--- config.mk ---
export PLATFORM = sky130hd
export DESIGN_NAME = led_heartbeat_breathe_controller_unit
export DESIGN_NICKNAME = d
export VERILOG_FILES = /design/src/rtl/lhbc_pkg.sv /design/src/rtl/led_heartbeat_breathe_controller_unit.sv
export SDC_FILE = /design/constraint.sdc
export NUM_CORES = 1
export LEC_CHECK = 0
export BUFFER_PORTS_ARGS = -buffer_cell sky130_fd_sc_hd__clkbuf_2
export CAP_MARGIN = 10
export CORE_MARGIN = 10
export CORE_UTILIZATION = 45
export DETAILED_ROUTE_END_ITERATION = 12
export RECOVER_POWER = 100
export SYNTH_ARGS = -nofsm -noshare
export SYNTH_HDL_FRONTEND = slang
export SYNTH_SLANG_ARGS = --single-unit
--- constraint.sdc ---
create_clock -name clock -period 11.22 [get_ports clock]
set_clock_uncertainty 0.05 [all_clocks]
set_input_delay 2.244 -clock clock [delete_from_list [all_inputs] [get_ports clock]]
set_output_delay 2.244 -clock clock [all_outputs]
set_load 0.01 [all_outputs]
--- src/rtl/lhbc_pkg.sv ---
// Shared constants for the LED heartbeat and breathing controller.
`default_nettype none
package lhbc_pkg;

   localparam int ElapsedWidth = 17;
   localparam logic [ElapsedWidth-1:0] ELAPSED_MAX = '1;

   localparam logic [7:0] DUTY_MAX = 8'd255;

   // Configuration register indexes.
   localparam int CsrIndexWidth = 3;
   localparam logic [CsrIndexWidth-1:0] CSR_FADE_STEP       = 3'd0;
   localparam logic [CsrIndexWidth-1:0] CSR_FADE_ENTRY_STEP = 3'd1;
   localparam logic [CsrIndexWidth-1:0] CSR_FADE_INTERVAL   = 3'd2;
   localparam logic [CsrIndexWidth-1:0] CSR_ON_TIME         = 3'd3;
   localparam logic [CsrIndexWidth-1:0] CSR_OFF_TIME        = 3'd4;
   localparam logic [CsrIndexWidth-1:0] CSR_AUTOSWITCH_MS   = 3'd5;
   localparam logic [CsrIndexWidth-1:0] CSR_DEBOUNCE_MS     = 3'd6;
   localparam logic [CsrIndexWidth-1:0] CSR_BUTTON_IDLE     = 3'd7;
   localparam int CsrDataWidth = 16;

   // Register reset values.
   localparam logic [7:0]  RST_FADE_STEP       = 8'd10;
   localparam logic [7:0]  RST_FADE_ENTRY_STEP = 8'd5;
   localparam logic [15:0] RST_FADE_INTERVAL   = 16'd50;
   localparam logic [15:0] RST_ON_TIME         = 16'd80;
   localparam logic [15:0] RST_OFF_TIME        = 16'd840;
   localparam logic [15:0] RST_AUTOSWITCH_MS   = 16'd20000;
   localparam logic [15:0] RST_DEBOUNCE_MS     = 16'd100;
   localparam logic        RST_BUTTON_IDLE     = 1'b1;

   // Switch event codes.
   typedef logic [1:0] event_type;
   localparam event_type EVT_NONE   = 2'd0;
   localparam event_type EVT_AUTO   = 2'd1;
   localparam event_type EVT_BUTTON = 2'd2;
   localparam event_type EVT_UNUSED = 2'd3;

endpackage
`default_nettype wire

--- src/rtl/led_heartbeat_breathe_controller_unit.sv ---
// The result of an item is registered and shown in the cycle after it is accepted.
// Throughput: one item per cycle; the whole update is a single registered pass.
// A new item is taken in the same cycle as the last result is read, so a
// stalled result also holds off the input.
// Synchronous active-high reset returns the state and the configuration
// registers to their default values and empties the output register.
`default_nettype none
module led_heartbeat_breathe_controller_unit (
   input  wire                                   clock,
   input  wire                                   reset,
   input  wire                                   req_valid,
   output logic                                  req_ready,
   input  wire                                   req_button_level,
   output logic                                  rsp_valid,
   input  wire                                   rsp_ready,
   output logic                                  rsp_mode,
   output logic                                  rsp_pwm_active,
   output logic [7:0]                            rsp_duty,
   output logic                                  rsp_led_lit,
   output lhbc_pkg::event_type                   rsp_switch_event,
   input  wire                                   csr_we,
   input  wire  [lhbc_pkg::CsrIndexWidth-1:0]    csr_index,
   input  wire  [lhbc_pkg::CsrDataWidth-1:0]     csr_data
);
   import lhbc_pkg::*;

   // Configuration registers.
   logic [7:0]  fade_step_ff, fade_entry_step_ff;
   logic [15:0] fade_interval_ff, on_time_ff, off_time_ff;
   logic [15:0] autoswitch_ms_ff, debounce_ms_ff;
   logic        button_idle_ff;

   // Controller state.
   logic                    breathing_ff, breathing_in;
   logic [7:0]              fade_level_ff, fade_level_in;
   logic signed [8:0]       fade_delta_ff, fade_delta_in;
   logic [ElapsedWidth-1:0] fade_elapsed_ff, fade_elapsed_in;
   logic [1:0]              beat_phase_ff, beat_phase_in;
   logic [15:0]             beat_wait_ff, beat_wait_in;
   logic [ElapsedWidth-1:0] beat_elapsed_ff, beat_elapsed_in;
   logic [ElapsedWidth-1:0] switch_elapsed_ff, switch_elapsed_in;
   logic                    pending_ff, pending_in;
   logic [ElapsedWidth-1:0] debounce_elapsed_ff, debounce_elapsed_in;
   logic                    stable_ff, stable_in;
   logic                    pwm_on_ff, pwm_on_in;
   logic                    lit_ff, lit_in;

   // Result register.
   logic       rsp_valid_ff;
   logic       mode_ff;
   logic       pwm_active_ff;
   logic [7:0] duty_ff;
   logic       led_lit_ff;
   event_type  event_ff, event_in;

   logic              accept;
   logic signed [9:0] fade_sum;
   logic              do_switch;

   function automatic logic [ElapsedWidth-1:0] sat_inc(input logic [ElapsedWidth-1:0] v);
      sat_inc = (v == ELAPSED_MAX) ? ELAPSED_MAX : v + 1'b1;
   endfunction

   assign req_ready = !rsp_valid_ff || rsp_ready;
   assign accept    = req_valid && req_ready;

   assign fade_sum = $signed({2'b00, fade_level_ff}) + $signed({fade_delta_ff[8], fade_delta_ff});

   always_comb begin
      fade_elapsed_in     = sat_inc(fade_elapsed_ff);
      beat_elapsed_in     = sat_inc(beat_elapsed_ff);
      switch_elapsed_in   = sat_inc(switch_elapsed_ff);
      debounce_elapsed_in = sat_inc(debounce_elapsed_ff);
      breathing_in        = breathing_ff;
      fade_level_in       = fade_level_ff;
      fade_delta_in       = fade_delta_ff;
      beat_phase_in       = beat_phase_ff;
      beat_wait_in        = beat_wait_ff;
      pending_in          = pending_ff;
      stable_in           = stable_ff;
      pwm_on_in           = pwm_on_ff;
      lit_in              = lit_ff;
      event_in            = EVT_NONE;
      do_switch           = 1'b0;

      if (breathing_ff) begin
         if (fade_elapsed_in > {1'b0, fade_interval_ff}) begin
            if (fade_sum <= 10'sd0) begin
               fade_level_in = 8'd0;
               fade_delta_in = $signed({1'b0, fade_step_ff});
            end else if (fade_sum >= $signed({2'b00, DUTY_MAX})) begin
               fade_level_in = DUTY_MAX;
               fade_delta_in = 9'sd0 - $signed({1'b0, fade_step_ff});
            end else begin
               fade_level_in = fade_sum[7:0];
            end
            pwm_on_in       = 1'b1;
            fade_elapsed_in = '0;
         end
      end else begin
         if (beat_elapsed_in > {1'b0, beat_wait_ff}) begin
            lit_in    = !beat_phase_ff[0];
            pwm_on_in = 1'b0;
            if (beat_phase_ff == 2'd3) begin
               beat_wait_in  = off_time_ff;
               beat_phase_in = 2'd0;
            end else begin
               beat_wait_in  = on_time_ff;
               beat_phase_in = beat_phase_ff + 2'd1;
            end
            beat_elapsed_in = '0;
         end
      end

      // A bounce back leaves the pending flag set, so the next differing
      // sample is judged against the original start time.
      if (switch_elapsed_in > {1'b0, autoswitch_ms_ff}) begin
         do_switch = 1'b1;
         event_in  = EVT_AUTO;
      end else if (req_button_level != stable_ff) begin
         if (!pending_ff) begin
            pending_in          = 1'b1;
            debounce_elapsed_in = '0;
         end else if (debounce_elapsed_in > {1'b0, debounce_ms_ff}) begin
            pending_in = 1'b0;
            if (stable_ff != button_idle_ff) begin
               do_switch = 1'b1;
               event_in  = EVT_BUTTON;
            end
            stable_in = req_button_level;
         end
      end

      if (do_switch) begin
         pwm_on_in    = 1'b0;
         lit_in       = 1'b0;
         breathing_in = !breathing_ff;
         if (breathing_ff) begin
            beat_elapsed_in = '0;
            beat_phase_in   = 2'd0;
            beat_wait_in    = off_time_ff;
         end else begin
            fade_elapsed_in = ELAPSED_MAX;
            fade_delta_in   = $signed({1'b0, fade_entry_step_ff});
            fade_level_in   = 8'd0;
         end
         switch_elapsed_in = '0;
      end
   end

   always_ff @(posedge clock) begin
      if (reset) begin
         fade_step_ff       <= RST_FADE_STEP;
         fade_entry_step_ff <= RST_FADE_ENTRY_STEP;
         fade_interval_ff   <= RST_FADE_INTERVAL;
         on_time_ff         <= RST_ON_TIME;
         off_time_ff        <= RST_OFF_TIME;
         autoswitch_ms_ff   <= RST_AUTOSWITCH_MS;
         debounce_ms_ff     <= RST_DEBOUNCE_MS;
         button_idle_ff     <= RST_BUTTON_IDLE;
      end else if (csr_we) begin
         unique case (csr_index)
            CSR_FADE_STEP:       fade_step_ff       <= csr_data[7:0];
            CSR_FADE_ENTRY_STEP: fade_entry_step_ff <= csr_data[7:0];
            CSR_FADE_INTERVAL:   fade_interval_ff   <= csr_data;
            CSR_ON_TIME:         on_time_ff         <= csr_data;
            CSR_OFF_TIME:        off_time_ff        <= csr_data;
            CSR_AUTOSWITCH_MS:   autoswitch_ms_ff   <= csr_data;
            CSR_DEBOUNCE_MS:     debounce_ms_ff     <= csr_data;
            CSR_BUTTON_IDLE:     button_idle_ff     <= csr_data[0];
            default: ;
         endcase
      end
   end

   always_ff @(posedge clock) begin
      if (reset) begin
         breathing_ff        <= 1'b0;
         fade_level_ff       <= 8'd0;
         fade_delta_ff       <= $signed({1'b0, RST_FADE_STEP});
         fade_elapsed_ff     <= '0;
         beat_phase_ff       <= 2'd0;
         beat_wait_ff        <= 16'd0;
         beat_elapsed_ff     <= ELAPSED_MAX;
         switch_elapsed_ff   <= '0;
         pending_ff          <= 1'b0;
         debounce_elapsed_ff <= '0;
         stable_ff           <= RST_BUTTON_IDLE;
         pwm_on_ff           <= 1'b0;
         lit_ff              <= 1'b0;
      end else if (accept) begin
         breathing_ff        <= breathing_in;
         fade_level_ff       <= fade_level_in;
         fade_delta_ff       <= fade_delta_in;
         fade_elapsed_ff     <= fade_elapsed_in;
         beat_phase_ff       <= beat_phase_in;
         beat_wait_ff        <= beat_wait_in;
         beat_elapsed_ff     <= beat_elapsed_in;
         switch_elapsed_ff   <= switch_elapsed_in;
         pending_ff          <= pending_in;
         debounce_elapsed_ff <= debounce_elapsed_in;
         stable_ff           <= stable_in;
         pwm_on_ff           <= pwm_on_in;
         lit_ff              <= lit_in;
      end
   end

   always_ff @(posedge clock) begin
      if (reset) begin
         rsp_valid_ff <= 1'b0;
      end else if (accept) begin
         rsp_valid_ff <= 1'b1;
      end else if (rsp_ready) begin
         rsp_valid_ff <= 1'b0;
      end
   end

   always_ff @(posedge clock) begin
      if (accept) begin
         mode_ff       <= breathing_in;
         pwm_active_ff <= pwm_on_in;
         duty_ff       <= pwm_on_in ? fade_level_in : 8'd0;
         led_lit_ff    <= pwm_on_in ? 1'b0 : lit_in;
         event_ff      <= event_in;
      end
   end

   assign rsp_valid        = rsp_valid_ff;
   assign rsp_mode         = mode_ff;
   assign rsp_pwm_active   = pwm_active_ff;
   assign rsp_duty         = duty_ff;
   assign rsp_led_lit      = led_lit_ff;
   assign rsp_switch_event = event_ff;

endmodule
`default_nettype wire

* After elaboration in Yosys (flattened, before gate mapping) *
Index checks and enable logic that the tools add are counted.

cells by class
  $add $sub $neg = 7
  $mul = 0
  div/mod/pow operators = 0
  $lt $le $gt $ge = 6
  equal/unequal tests = 14
  shift-type cells = 0
  mux-type cells = 59
  bitwise operators = 4
  reduce and logical (&&, ||, !) cells = 18

operators by type and width
  operator                 number
  $mux W17                 16
  $mux W16                 5
  $add A17 B1 Y17 const B  4
  $eq A17 B17 Y1 const B   4
  $gt A17 B16 Y1           4
  $mux W9                  6
  $mux W8                  6
  $mux W1                  20
  $reduce_and A2 Y1        8
  $eq A3 B3 Y1 const B     4
  $mux W2                  6
  $add A9 B9 Y10           1
  $ge A10 B9 Y1 const B    1
  $le A10 B1 Y1 const B    1
  $sub A1 B8 Y9 const A    1
  $eq A3 B2 Y1 const B     2
  $reduce_and A5 Y1        1
  $not A1 Y1               4
  $reduce_or A4 Y1         1
  $eq A3 B1 Y1 const B     1
  $logic_not A1 Y1         3
  $logic_not A3 Y1         1
  $reduce_and A3 Y1        1
  $add A2 B1 Y2 const B    1
  other kinds (5)          6

storage, ports and cells
  register bits after elaboration = 219
  bits in latches = 0
  memory bits (writable) = 0
  memory bits (read-only) = 0
  input port bits = 25
  output and inout bits = 15
  word-level logic and storage cells = 136
  memories kept = 0

* Longest topological paths before layout *
  word-level depth = 8
  mapped depth = 18
  gate-level depth less buffers = 16

* Worst setup path after synthesis *
Ideal clock, no wire load.

  path kind = in2out
  start = in rsp_ready
  end = out req_ready
  arrival = 2.427 ns
  data required time = 8.926 ns
  path slack = 6.499 ns
  stages on the path = 1
  path buffers = 0
  cells stage by stage = nand2b_1

on the way
  word-level cells in the longest chain between the ends = 1

ends and longest elaborated chain
  what                RTL line                                     source
  start: declaration  led_heartbeat_breathe_controller_unit.sv:15  input wire rsp_ready,
  $logic_or A1 B1 Y1  led_heartbeat_breathe_controller_unit.sv:64  assign req_ready = !rsp_valid_ff || rsp_ready;
  end: declaration    led_heartbeat_breathe_controller_unit.sv:12  output logic req_ready,

Every way passes these cells.

==> results by group <==
Hold path
  – Hold Path Class: reg -> reg
  – Hold endpoint: fade_entry_step_ff[7]
  – Min-Delay Startpoint: fade_entry_step_ff[7]
  – Hold Crit Depth: 2

Die
  – Core box area: 0.0267 mm^2
  – Initial Util: 0.455
  – Die area: between 0.03 and 0.04 mm^2
  – Die height: about 180 um
  – Ports: 40
  – Die Wd: 184 um
  – Core Rows: 60

GRT
  – Grt total ovfl: 0
  – Total GRT Usage: 0.187
  – First-pass GRT wire length: roughly 53 mm
  – Largest net degree at the start of global routing: ~130
  – Vias in the first global route: 10000
  – Antenna violations before repair: 2

Setup path
  – CP cell instances: clkbuf_1 > inv_1 > and3_1 > a22o_1
  – Setup slack, reg-to-reg: between 4 and 5 ns
  – R2r worst-path depth: 16
  – Crit path max fanout: roughly 130
  – Worst setup SP type: input pin
  – WS Path Type: in -> reg
  – Reg2reg start: beat_elapsed_ff[0]
  – Slowest stage cell, crit path: clkbuf_1
  – Arrival @ worst endpoint: around 7.9 ns
  – Worst R2R End: beat_elapsed_ff[7]
  – Crit path largest cell delay: roughly 4 ns
  – Worst EP required: about 12 ns
  – Worst Setup End Kind: flip-flop

Yosys
  – Number of synthesized flops with an enable pin: 13
  – Leading area contributor after synthesis: dfxtp_1
  – Post-synth top cells: nand2_1, dfxtp_1, a21oi_1
  – Syn Area/Cell: just under 8 um^2
  – Post-Syn Nets: around 1600
  – Mapped Cells: about 1500
  – Most common cell in the synthesized netlist: nand2_1
  – Seq cells post-synth: between 200 and 250
  – Area contributors post-synth: dfxtp_1, nand2_1, ha_1
  – Number of synthesis warnings: 0
  – Main flop type after synthesis: dfxtp_1
  – Cell Area, Synth: between 0.01 and 0.015 mm^2
  – Share of Yosys cell area claimed by the top area cell type: 0.339
  – Synth unique cells: 70
  – Asr flop ratio synth: 0
  – Seq/Total Area, Yosys: 0.371

CTS
  – CTS Buf Count: 25
  – Postcts setup bufs: 0
  – CTS clk-pin slew, worst paths: approximately 0.060 ns
  – CTS tree: built
  – CTS Hold Buffers Added: 0
  – Clk buf depth: 3
  – Clk root buf: clkbuf_16
  – Worst-skew pair later-pin latency: between 0.5 and 0.6 ns
  – Clk sink count: ~220
  – Max H-tree Level: 1
  – CTS resizes: 0

Finish
  – Share of cells above drive strength 1: 0.0546
  – Register area: about 0.0045 mm^2
  – Fill cells: roughly 2600
  – Final non-filler cell total: around 1900
  – Area of the multi-input gates: 0.00703 mm^2
  – Area grow syn2layout: 9.89%
  – N_diodes: 0
  – Net count reported at finish: between 1500 and 2000
  – Layout Utilization: 0.500

Route
  – Avg WL per Cell: approximately 17 um
  – Drt pass-1 iters: 5
  – Routed WL: between 30 and 40 mm
  – Initial DRC count: approximately 940
  – DR DRC count: 0
  – Vias per cell: about 5.7
  – Post-route ant nets: 0
  – Via count: 10800

STA
  – Final Setup Violations: 0
  – Final setup margin: 3.67 ns
  – Worst-Margin Slew: 5.73 ns
  – RSZ-0062 raised after global routing: no
  – Setup TNS: 0 ns
  – Hold Vio Cnt, Final: 0
  – Fin crit share: 0.673
  – Rel. slew slack: -2.82
  – Fmax: approximately 0.13 GHz
  – Period minus WS final: 7.55 ns
  – Pins over their slew limit: about 220

Place
  – Port Buffers: 39
  – Cell count after placement: roughly 1800
  – Post-DP HPWL: approximately 22 mm
  – GP Congestion: just over 0.8
  – Post-Place Setup Slack: approximately 5.6 ns

Job
  – # Max-Cap Violations: 4

Power
  – VDD IR max: ~110 uV
  – Pwr dens: roughly 140 mW/mm^2
  – Leakage: between 0.005 and 0.006 uW

Status
  – Run status: finished with violations
  – Failing checks: max-capacitance violations, max-slew violations
## area by class of cell
| type | instances | share of cell area |
|---|---|---|
| clock buffer | 34 | 0.0548 |
| timing repair buffer | 46 | 0.0165 |
| sequential | 219 | 0.338 |
| inverter | 77 | 0.0216 |
| clock inverter | 11 | 0.0108 |
| multi-input combinational | 1152 | 0.526 |
| tap | 341 | 0.0319 |
## worst max-delay path by stage
stage | start | end | slack, ns | depth (start not counted)
final | reset | fade_level_ff[2] | 3.67 | 4
after global routing | reset | fade_level_ff[2] | 3.00 | 4
after CTS | beat_elapsed_ff[0] | beat_elapsed_ff[12] | 5.53 | 16
after detailed placement | beat_elapsed_ff[0] | beat_elapsed_ff[5] | 5.58 | 16
after global placement | beat_elapsed_ff[0] | beat_elapsed_ff[13] | 5.70 | 16
after floorplan | rsp_ready | req_ready | 6.50 | 1
## per-stage QoR
step / cell area (um^2) / hold slack [ns] / total power, uW
5_1_grt: 13400 / 0.423 / 1990
4_1_cts: 13400 / 0.406 / 1920
3_3_place_gp: 12500 / 0.393 / 1050
2_1_floorplan: 12200 / 0.383 / 997
3_5_place_dp: 12500 / 0.397 / 1060
6_report: 13400 / 0.402 / 1900
## placed cells by master (no fill, tap or decap), drive strengths merged, types with 7 or more instances in the layout
cell,Yosys,routed
a211o,14,14
a211oi,30,30
a21o,7,7
a21oi,143,143
a221o,15,15
a221oi,17,17
a22oi,21,21
and3,21,21
and4,9,9
clkbuf,68,75
dfxtp,206,206
edfxtp,13,13
ha,78,78
inv,76,77
mux2i,17,17
nand2,324,324
nand2b,9,9
nand3,61,61
nand3b,20,20
nand4,30,30
nor2,84,84
nor2b,8,8
nor3,30,30
o21ai,38,38
o221ai,18,18
or3,15,15
xnor2,19,19
xor2,31,31
## worst max-delay path: cells and delay by family
kind / cells / cell delay, ns
simple gates: 1 / 0.54
compound gates: 1 / 0.22
buf+inv: 2 / 4.81
## cells by family (layout without fill, tap and decap cells)
family	Yosys count	after routing	synth area share
AO/OA/AOI/OAI	368	368	0.206
AND/OR/NAND/NOR	638	638	0.242
adder cells (fa/ha/maj)	79	79	0.0820
multiplexers	17	17	0.0140
flip-flops	219	219	0.371
XOR/XNOR	50	50	0.0360
buffers and inverters	157	168	0.0491
## state kept, by name, indices dropped and copies added (netlist names), 2 cells and up
register,cells
beat_elapsed_ff,17
debounce_elapsed_ff,17
fade_elapsed_ff,17
switch_elapsed_ff,17
autoswitch_ms_ff,16
beat_wait_ff,16
debounce_ms_ff,16
fade_interval_ff,16
off_time_ff,16
on_time_ff,16
fade_delta_ff,9
fade_entry_step_ff,8
fade_level_ff,8
fade_step_ff,8
rsp_duty,8
beat_phase_ff,2
rsp_switch_event,2
## routing by layer
layer | up-vias | track usage | share of wire
met3 | 41 | 0.0272 | 0.045
met1 | 5032 | 0.268 | 0.50
met2 | 213 | 0.285 | 0.44
met4 | 2 | 0.0508 | 0.020
li1 | 5470 | - | -
met5 | - | 0 | 0.00040
## report_power, final
group          total, uW  switching (uW)  internal (uW)
Clock                864             337            527
Combinational        203             125           77.8
Sequential           837            23.4            814
Total               1900             486           1420
No activity file was read; power rests on OpenSTA's default activity.
